## src/design/ps2kc_pkg.sv

```systemverilog
package ps2kc_pkg;

    localparam int REPLY_DEPTH = 4;

    localparam int CFG_INDEX_W = 1;
    localparam int CFG_DATA_W  = 8;

    localparam logic [CFG_INDEX_W-1:0] CFG_DUAL_CHANNEL = 1'd0;
    localparam logic [CFG_INDEX_W-1:0] CFG_KEYBOARD_ID  = 1'd1;

    localparam logic       DUAL_CHANNEL_RST = 1'b1;
    localparam logic [7:0] KEYBOARD_ID_RST  = 8'h83;
    localparam logic [7:0] CONFIG_BYTE_RST  = 8'h20;

    typedef logic [1:0] kind_t;

    localparam kind_t KIND_STATUS_READ = 2'd0;
    localparam kind_t KIND_DATA_READ   = 2'd1;
    localparam kind_t KIND_CMD_WRITE   = 2'd2;
    localparam kind_t KIND_DATA_WRITE  = 2'd3;

    localparam logic [7:0] CMD_READ_CONFIG  = 8'h20;
    localparam logic [7:0] CMD_WRITE_CONFIG = 8'h60;
    localparam logic [7:0] CMD_SELF_TEST    = 8'hAA;
    localparam logic [7:0] CMD_PORT1_TEST   = 8'hAB;
    localparam logic [7:0] CMD_PORT1_OFF    = 8'hAD;
    localparam logic [7:0] CMD_PORT2_OFF    = 8'hA7;
    localparam logic [7:0] CMD_PORT1_ON     = 8'hAE;

    localparam logic [7:0] KBD_RESET        = 8'hFF;
    localparam logic [7:0] KBD_SCAN_ON      = 8'hF4;
    localparam logic [7:0] KBD_SCAN_OFF     = 8'hF5;
    localparam logic [7:0] KBD_IDENTIFY     = 8'hF2;

    localparam logic [7:0] REPLY_ACK        = 8'hFA;
    localparam logic [7:0] REPLY_TEST_PASS  = 8'hAA;
    localparam logic [7:0] REPLY_ID_FIRST   = 8'hAB;
    localparam logic [7:0] REPLY_RESEND     = 8'hFE;
    localparam logic [7:0] REPLY_CTRL_OK    = 8'h55;
    localparam logic [7:0] REPLY_PORT_OK    = 8'h00;

    localparam int CFG_DUAL_BIT = 5;
    localparam int MAX_PUSH     = 3;

endpackage

```

## src/design/ps2kc_if.sv

```systemverilog
interface ps2kc_req_if;
    logic                valid;
    logic                ready;
    ps2kc_pkg::kind_t    kind;
    logic [7:0]          write_byte;

    modport source (output valid, output kind, output write_byte, input ready);
    modport sink   (input valid, input kind, input write_byte, output ready);
endinterface

interface ps2kc_rsp_if;
    logic       valid;
    logic       ready;
    logic [7:0] read_byte;
    logic       dropped;

    modport source (output valid, output read_byte, output dropped, input ready);
    modport sink   (input valid, input read_byte, input dropped, output ready);
endinterface

```

## src/design/ps2_keyboard_controller_top.sv

```systemverilog
// Keyboard controller with one attached keyboard. Each request is one bus access (status
// read, data read, command write, data write) and yields exactly one response in the cycle
// after acceptance. A new request is taken every cycle while the response register is
// empty or being drained, so the sustained rate is one access per clock; the only thing
// that holds requests back is a stalled response. Reply bytes queue in a circular buffer
// of REPLY_DEPTH entries that takes up to three bytes per access; bytes that do not fit
// are dropped and flagged in the response. Configuration writes apply at the next access.
module ps2_keyboard_controller_top #(
    parameter int REPLY_DEPTH = ps2kc_pkg::REPLY_DEPTH
) (
    input  logic                               clk,
    input  logic                               rst_n,
    ps2kc_req_if.sink                          req,
    ps2kc_rsp_if.source                        rsp,
    input  logic                               cfg_we,
    input  logic [ps2kc_pkg::CFG_INDEX_W-1:0]  cfg_index,
    input  logic [ps2kc_pkg::CFG_DATA_W-1:0]   cfg_data
);

    localparam int PTR_W = $clog2(REPLY_DEPTH);
    localparam int CNT_W = $clog2(REPLY_DEPTH + 1);
    localparam int SUM_W = CNT_W + 1;
    localparam int NPUSH = ps2kc_pkg::MAX_PUSH;

    logic [7:0]       fifo_mem [REPLY_DEPTH];
    logic [PTR_W-1:0] head_reg,  head_next;
    logic [CNT_W-1:0] count_reg, count_next;
    logic [7:0]       last_read_reg, last_read_next;
    logic [7:0]       config_byte_reg, config_byte_next;
    logic             await_config_reg, await_config_next;
    logic [1:0]       port_en_reg, port_en_next;
    logic             scanning_reg, scanning_next;
    logic             dual_channel_reg;
    logic [7:0]       keyboard_id_reg;

    logic             rsp_valid_reg;
    logic [7:0]       read_byte_reg;
    logic             dropped_reg;

    logic             accept;
    logic             pop;
    logic [1:0]       push_n;
    logic [7:0]       push_byte [NPUSH];
    logic [NPUSH-1:0] push_fits;
    logic [PTR_W-1:0] push_idx  [NPUSH];
    logic [CNT_W-1:0] pushed;
    logic             drop;
    logic [7:0]       rd_byte;

    assign req.ready = !rsp_valid_reg || rsp.ready;
    assign accept    = req.valid && req.ready;

    always_comb
    begin
        pop               = 1'b0;
        push_n            = 2'd0;
        push_byte[0]      = 8'h00;
        push_byte[1]      = 8'h00;
        push_byte[2]      = 8'h00;
        rd_byte           = 8'h00;
        last_read_next    = last_read_reg;
        config_byte_next  = config_byte_reg;
        await_config_next = await_config_reg;
        port_en_next      = port_en_reg;
        scanning_next     = scanning_reg;
        case (req.kind)
            ps2kc_pkg::KIND_STATUS_READ:
            begin
                rd_byte = {7'd0, count_reg != '0};
            end
            ps2kc_pkg::KIND_DATA_READ:
            begin
                if (count_reg != '0)
                begin
                    pop            = 1'b1;
                    last_read_next = fifo_mem[head_reg];
                end
                rd_byte = last_read_next;
            end
            ps2kc_pkg::KIND_CMD_WRITE:
            begin
                await_config_next = 1'b0;
                case (req.write_byte)
                    ps2kc_pkg::CMD_READ_CONFIG:
                    begin
                        push_n       = 2'd1;
                        push_byte[0] = config_byte_reg;
                        push_byte[0][ps2kc_pkg::CFG_DUAL_BIT] = dual_channel_reg;
                    end
                    ps2kc_pkg::CMD_WRITE_CONFIG: await_config_next = 1'b1;
                    ps2kc_pkg::CMD_SELF_TEST:
                    begin
                        push_n       = 2'd1;
                        push_byte[0] = ps2kc_pkg::REPLY_CTRL_OK;
                    end
                    ps2kc_pkg::CMD_PORT1_TEST:
                    begin
                        push_n       = 2'd1;
                        push_byte[0] = ps2kc_pkg::REPLY_PORT_OK;
                    end
                    ps2kc_pkg::CMD_PORT1_OFF: port_en_next[0] = 1'b0;
                    ps2kc_pkg::CMD_PORT2_OFF: port_en_next[1] = 1'b0;
                    ps2kc_pkg::CMD_PORT1_ON:  port_en_next[0] = 1'b1;
                    default: ;
                endcase
            end
            default:
            begin
                if (await_config_reg)
                begin
                    config_byte_next  = req.write_byte;
                    await_config_next = 1'b0;
                end
                else if (port_en_reg[0])
                begin
                    push_byte[0] = ps2kc_pkg::REPLY_ACK;
                    case (req.write_byte)
                        ps2kc_pkg::KBD_RESET:
                        begin
                            push_n       = 2'd2;
                            push_byte[1] = ps2kc_pkg::REPLY_TEST_PASS;
                        end
                        ps2kc_pkg::KBD_SCAN_ON:
                        begin
                            push_n        = 2'd1;
                            scanning_next = 1'b1;
                        end
                        ps2kc_pkg::KBD_SCAN_OFF:
                        begin
                            push_n        = 2'd1;
                            scanning_next = 1'b0;
                        end
                        ps2kc_pkg::KBD_IDENTIFY:
                        begin
                            push_n       = 2'd3;
                            push_byte[1] = ps2kc_pkg::REPLY_ID_FIRST;
                            push_byte[2] = keyboard_id_reg;
                        end
                        default:
                        begin
                            push_n       = 2'd1;
                            push_byte[0] = ps2kc_pkg::REPLY_RESEND;
                        end
                    endcase
                end
            end
        endcase
    end

    always_comb
    begin
        logic [SUM_W-1:0] sum;
        sum    = '0;
        drop   = 1'b0;
        pushed = '0;
        for (int k = 0; k < NPUSH; k++)
        begin
            push_fits[k] = (SUM_W'(count_reg) + SUM_W'(k)) < SUM_W'(REPLY_DEPTH);
            sum = SUM_W'(head_reg) + SUM_W'(count_reg) + SUM_W'(k);
            if (sum >= SUM_W'(REPLY_DEPTH))
                sum = sum - SUM_W'(REPLY_DEPTH);
            push_idx[k] = sum[PTR_W-1:0];
            if (2'(k) < push_n)
            begin
                if (push_fits[k])
                    pushed = pushed + CNT_W'(1);
                else
                    drop = 1'b1;
            end
        end
        head_next = head_reg;
        if (pop)
            head_next = (head_reg == PTR_W'(REPLY_DEPTH - 1)) ? '0 : head_reg + PTR_W'(1);
        count_next = count_reg - CNT_W'(pop) + pushed;
    end

    always_ff @(posedge clk)
    begin
        for (int k = 0; k < NPUSH; k++)
        begin
            if (accept && 2'(k) < push_n && push_fits[k])
                fifo_mem[push_idx[k]] <= push_byte[k];
        end
    end

    always_ff @(posedge clk or negedge rst_n)
    begin
        if (!rst_n)
        begin
            head_reg         <= '0;
            count_reg        <= '0;
            last_read_reg    <= '0;
            config_byte_reg  <= ps2kc_pkg::CONFIG_BYTE_RST;
            await_config_reg <= 1'b0;
            port_en_reg      <= 2'b00;
            scanning_reg     <= 1'b0;
            rsp_valid_reg    <= 1'b0;
        end
        else
        begin
            if (accept)
            begin
                head_reg         <= head_next;
                count_reg        <= count_next;
                last_read_reg    <= last_read_next;
                config_byte_reg  <= config_byte_next;
                await_config_reg <= await_config_next;
                port_en_reg      <= port_en_next;
                scanning_reg     <= scanning_next;
                rsp_valid_reg    <= 1'b1;
            end
            else if (rsp.ready)
            begin
                rsp_valid_reg <= 1'b0;
            end
        end
    end

    always_ff @(posedge clk)
    begin
        if (accept)
        begin
            read_byte_reg <= rd_byte;
            dropped_reg   <= drop;
        end
    end

    always_ff @(posedge clk or negedge rst_n)
    begin
        if (!rst_n)
        begin
            dual_channel_reg <= ps2kc_pkg::DUAL_CHANNEL_RST;
            keyboard_id_reg  <= ps2kc_pkg::KEYBOARD_ID_RST;
        end
        else if (cfg_we)
        begin
            if (cfg_index == ps2kc_pkg::CFG_DUAL_CHANNEL)
                dual_channel_reg <= cfg_data[0];
            if (cfg_index == ps2kc_pkg::CFG_KEYBOARD_ID)
                keyboard_id_reg <= cfg_data;
        end
    end

    assign rsp.valid     = rsp_valid_reg;
    assign rsp.read_byte = read_byte_reg;
    assign rsp.dropped   = dropped_reg;

    a_count_bound: assert property (@(posedge clk) disable iff (!rst_n)
        count_reg <= CNT_W'(REPLY_DEPTH))
        else $error("reply count beyond depth");

    a_drop_full: assert property (@(posedge clk) disable iff (!rst_n)
        rsp_valid_reg && dropped_reg |-> count_reg == CNT_W'(REPLY_DEPTH))
        else $error("byte dropped while queue not full");

    a_pop_count: assert property (@(posedge clk) disable iff (!rst_n)
        accept && req.kind == ps2kc_pkg::KIND_DATA_READ && count_reg != '0
        |=> count_reg == $past(count_reg) - CNT_W'(1))
        else $error("data read did not release one entry");

    a_status_bit: assert property (@(posedge clk) disable iff (!rst_n)
        accept && req.kind == ps2kc_pkg::KIND_STATUS_READ
        |=> read_byte_reg[0] == ($past(count_reg) != '0))
        else $error("status output-full bit wrong");

endmodule
```

## src/flat_wrapper.sv

```systemverilog
// flat-port wrapper written by rule: the top's interface ports become plain ports
module ps2_keyboard_controller_top_flat 
#(
    parameter int REPLY_DEPTH = ps2kc_pkg::REPLY_DEPTH
)
  (clk, rst_n, cfg_we, cfg_index, cfg_data, req_valid, req_kind, req_write_byte, req_ready, rsp_valid, rsp_read_byte, rsp_dropped, rsp_ready);
  ps2kc_req_if req_i ();
  ps2kc_rsp_if rsp_i ();
  input  logic clk;
  input  logic rst_n;
  input  logic cfg_we;
  input  logic [ps2kc_pkg::CFG_INDEX_W-1:0] cfg_index;
  input  logic [ps2kc_pkg::CFG_DATA_W-1:0] cfg_data;
  input wire logic [$bits(req_i.valid)-1:0] req_valid;
  input wire logic [$bits(req_i.kind)-1:0] req_kind;
  input wire logic [$bits(req_i.write_byte)-1:0] req_write_byte;
  output wire logic [$bits(req_i.ready)-1:0] req_ready;
  output wire logic [$bits(rsp_i.valid)-1:0] rsp_valid;
  output wire logic [$bits(rsp_i.read_byte)-1:0] rsp_read_byte;
  output wire logic [$bits(rsp_i.dropped)-1:0] rsp_dropped;
  input wire logic [$bits(rsp_i.ready)-1:0] rsp_ready;
  assign req_i.valid = req_valid;
  assign req_i.kind = req_kind;
  assign req_i.write_byte = req_write_byte;
  assign req_ready = req_i.ready;
  assign rsp_valid = rsp_i.valid;
  assign rsp_read_byte = rsp_i.read_byte;
  assign rsp_dropped = rsp_i.dropped;
  assign rsp_i.ready = rsp_ready;
  ps2_keyboard_controller_top #(.REPLY_DEPTH(REPLY_DEPTH)) u_core (.clk(clk), .rst_n(rst_n), .req(req_i), .rsp(rsp_i), .cfg_we(cfg_we), .cfg_index(cfg_index), .cfg_data(cfg_data));
endmodule
```

## config.mk

```make
export PLATFORM = sky130hd
export DESIGN_NAME = ps2_keyboard_controller_top_flat
export DESIGN_NICKNAME = d
export VERILOG_FILES = /design/src/design/ps2kc_pkg.sv /design/src/design/ps2kc_if.sv /design/src/design/ps2_keyboard_controller_top.sv /design/src/flat_wrapper.sv
export SDC_FILE = /design/constraint.sdc
export NUM_CORES = 1
export LEC_CHECK = 0
export BUFFER_PORTS_ARGS = -buffer_cell sky130_fd_sc_hd__buf_2
export CAP_MARGIN = 20
export CELL_PAD_IN_SITES_DETAIL_PLACEMENT = 1
export CELL_PAD_IN_SITES_GLOBAL_PLACEMENT = 1
export CORE_MARGIN = 2
export CORE_UTILIZATION = 51
export DETAILED_ROUTE_END_ITERATION = 10
export PLACE_DENSITY_LB_ADDON = 0.1
export SYNTH_ARGS = -nofsm -noshare
export SYNTH_HDL_FRONTEND = slang
export SYNTH_SLANG_ARGS = --single-unit
```

## constraint.sdc

```tcl
create_clock -name clk -period 8.8 [get_ports clk]
set_clock_uncertainty 0.2 [all_clocks]
set_input_delay 1.76 -clock clk [delete_from_list [all_inputs] [get_ports clk]]
set_output_delay 1.76 -clock clk [all_outputs]
set_load 0.1 [all_outputs]
```

==> results.toml <==
[synth]
synthesis.nets = 359
synth.distinct_cells = 61
synthArstFlopShare_pct = 43.8
synth-warning-count = 0
synth_cells = 327
synth_top_area_share_pct = 32.4
seq_area_frac_synth_pct = 53.5
synth_flop_cell = "edfxtp_1"
synthTopCellsByCount = "edfxtp_1, nand2_1, a21oi_1, dfrtp_1, o21ai_0"
synth.most_common_cell = "edfxtp_1"
syn-cell-area_um2 = 3800
synth.area.top_cells = "edfxtp_1, dfrtp_1, mux2_2"
synth_top_area_cell = "edfxtp_1"
synth_edf_count = 41
syn_avg_cell_area_um2 = 11.6
synth_seq_cells = 73

[critical_path]
path_class = "input pin to register"
cp_num_buf_inv = 2
critPathMaxStageDelay_ns = 0.45
path_max_fanout = 8
critical_path.most_common_cell = "ha_1"
rr_worst_depth = 14
crit_chain = "buf_2, nor4b_1, nand3_1, a21o_1, a21oi_1, ha_1, nand2_1, o21ai_0, ha_1, and3_1, o21ai_0, ha_1, inv_1, fa_1, xnor2_1, nor2_1, xnor2_1"
critPathSlowestCell = "fa_1"
cp-start-kind = "input pin"
cp-end-kind = "register"
cp_top_family = "adder cells"
arrival_ns = 5.15
cp.depth = 17
required_ns = 8.84

[power_and_ir_drop]
p_per_area_nw_per_um2 = 268
leakagePower_nw = 1.71
vdd_drop_max_mv = 0.106

[clocking]
cts_resized = 0
cts_buffers = 9
clock_latency_ns = 0.35
cts_setup_buffers = 0
cts_root_buf = "clkbuf_8"
cts_hold_buf = 0
h-tree-depth = 3
cts_tree = "built"
cts_max_path_buffers = 2
cts_sinks = 73
clk_pin_slew_ns = 0.08

[timing]
drv_slew = 0
finalSetupTns_ns = 0
finalSetupViolCount = 0
finalCritPeriodShare_pct = 58.1
rsz0062_at_grt = "false"
worst-slew-pin-transition_ns = 0.817
final-hold-violation-count = 0
relSlewSlack_pct = 45.5
post-route-min-period_ns = 5.11
max_freq_mhz = 196

[drt]
vias = 2764
drc_errors = 0
wire_per_inst_um = 20.9
drt_iter0_markers = 205
vias_per_cell = 5.94
ant_nets = 0
drt-total-wl_mm = 9.70
dr.pass1.iters = 4

[hold_path]
hold_path.class = "register to register"
holdPathStages = 2

[cells_and_area]
layout.nets = 393
area_delta_synth_final_pct = 13.2
diodes = 0
drive_gt1_share_pct = 26.8
multiInputGateArea_um2 = 1670
fillCellCount = 779
final_area_um2 = 4310
largest_reg_flops = 32
register_area_um2 = 2040

[global_routing]
antenna_found_initial = 0
grt_use_total_pct = 25.6
grt_pass1_vias = 3004
grt_start_max_net_pins = 33
grt_pass1_wl_mm = 16.1
grt_overflow = 0

[floorplanning]
row_count = 31
io_pins = 35
die_h_um = 90.4
initial_utilization_pct = 52.5
die-area_um2 = 8170
core_area_um2 = 7250
die_x_um = 90.4

[outcome]
status = "complete, no violations"

[placed_design]
gp_congestion = 0.858
port_buffers = 34
dp_hpwl_mm = 6.88
place_area_um2 = 4050

[run]
cap_violations = 0
## power breakdown
group	switching, W	leakage (nW)	internal [W]	total (W)
registers	0.0000580	0.780	0.000415	0.000473
logic	0.000217	0.806	0.000133	0.000350
clock network	0.000134	0.127	0.000196	0.000330
total	0.000409	1.71	0.000744	0.00115
## path summary, 6_finish.rpt
path,startpoint,slack [ns],endpoint
max,req_write_byte[1],3.69,u_core.count_reg[2]$_DFFE_PN0P_
min,u_core.last_read_reg[6]$_DFFE_PN0P_,0.29,u_core.last_read_reg[6]$_DFFE_PN0P_
max reg2reg,u_core.port_en_reg[0]$_DFFE_PN0P_,5.21,u_core.count_reg[2]$_DFFE_PN0P_
min reg2reg,u_core.last_read_reg[6]$_DFFE_PN0P_,0.29,u_core.last_read_reg[6]$_DFFE_PN0P_
max in group asynchronous,rst_n,6.59,u_core.config_byte_reg[0]$_DFFE_PN0P_
min in group asynchronous,rst_n,1.29,u_core.last_read_reg[1]$_DFFE_PN0P_
## per-layer routing
metal | track usage [%] | part of all wire (%)
met1 | 32.8 | 42
met2 | 44.5 | 52
met3 | 4.51 | 4.2
met4 | 7.82 | 1.2
met5 | 0 | 0
## worst min-delay path: stages, from the launching register on
cell and delay [ns]:
dfrtp_1 0.36, nand2_1 0.05, o21ai_0 0.06
## cells in the final DEF (no fill, tap or decap), drive strengths merged, types with 5 or more instances in the layout
cell,synthesis,routed
a21oi,34,34
mux2i,7,7
edfxtp,41,41
nand2b,5,5
mux4,8,8
nor3,5,5
nand2,42,42
a21o,5,5
inv,8,9
mux2,18,18
clkbuf,7,12
nor2,22,22
ha,7,7
buf,7,37
dfrtp,28,28
nand3,6,6
o21ai,24,24
## area by class of cell
class,count,area share [%]
inverter,8,0.697
tap,99,2.88
multi-input combinational,232,38.7
clock buffer,12,4.12
timing repair buffer,37,4.47
clock inverter,4,1.80
sequential,73,47.3
## cell families after synthesis
| family | after synthesis | share of synthesized area (%) |
|---|---|---|
| buffers and inverters | 22 | 2.60 |
| AO/OA/AOI/OAI | 81 | 13.4 |
| XOR/XNOR | 5 | 1.15 |
| multiplexers | 33 | 11.9 |
| flip-flops | 73 | 53.5 |
| adder cells (fa/ha/maj) | 8 | 2.83 |
| AND/OR/NAND/NOR | 105 | 14.6 |
## metrics by stage
step                      instances  hold WS (ns)  power (W)  setup WS, ns  utilization, %
after detailed placement        449         0.279   0.000826          3.33            55.9
after CTS                       465         0.299    0.00116          3.69            59.4
final                           465         0.294    0.00115          3.69            59.4
after global placement          449         0.265   0.000803          3.49            55.9
after floorplan                 327         0.248   0.000746          3.83               -
after global routing            465         0.336    0.00122          3.37            59.4
Power figures use the tool's default switching activity.
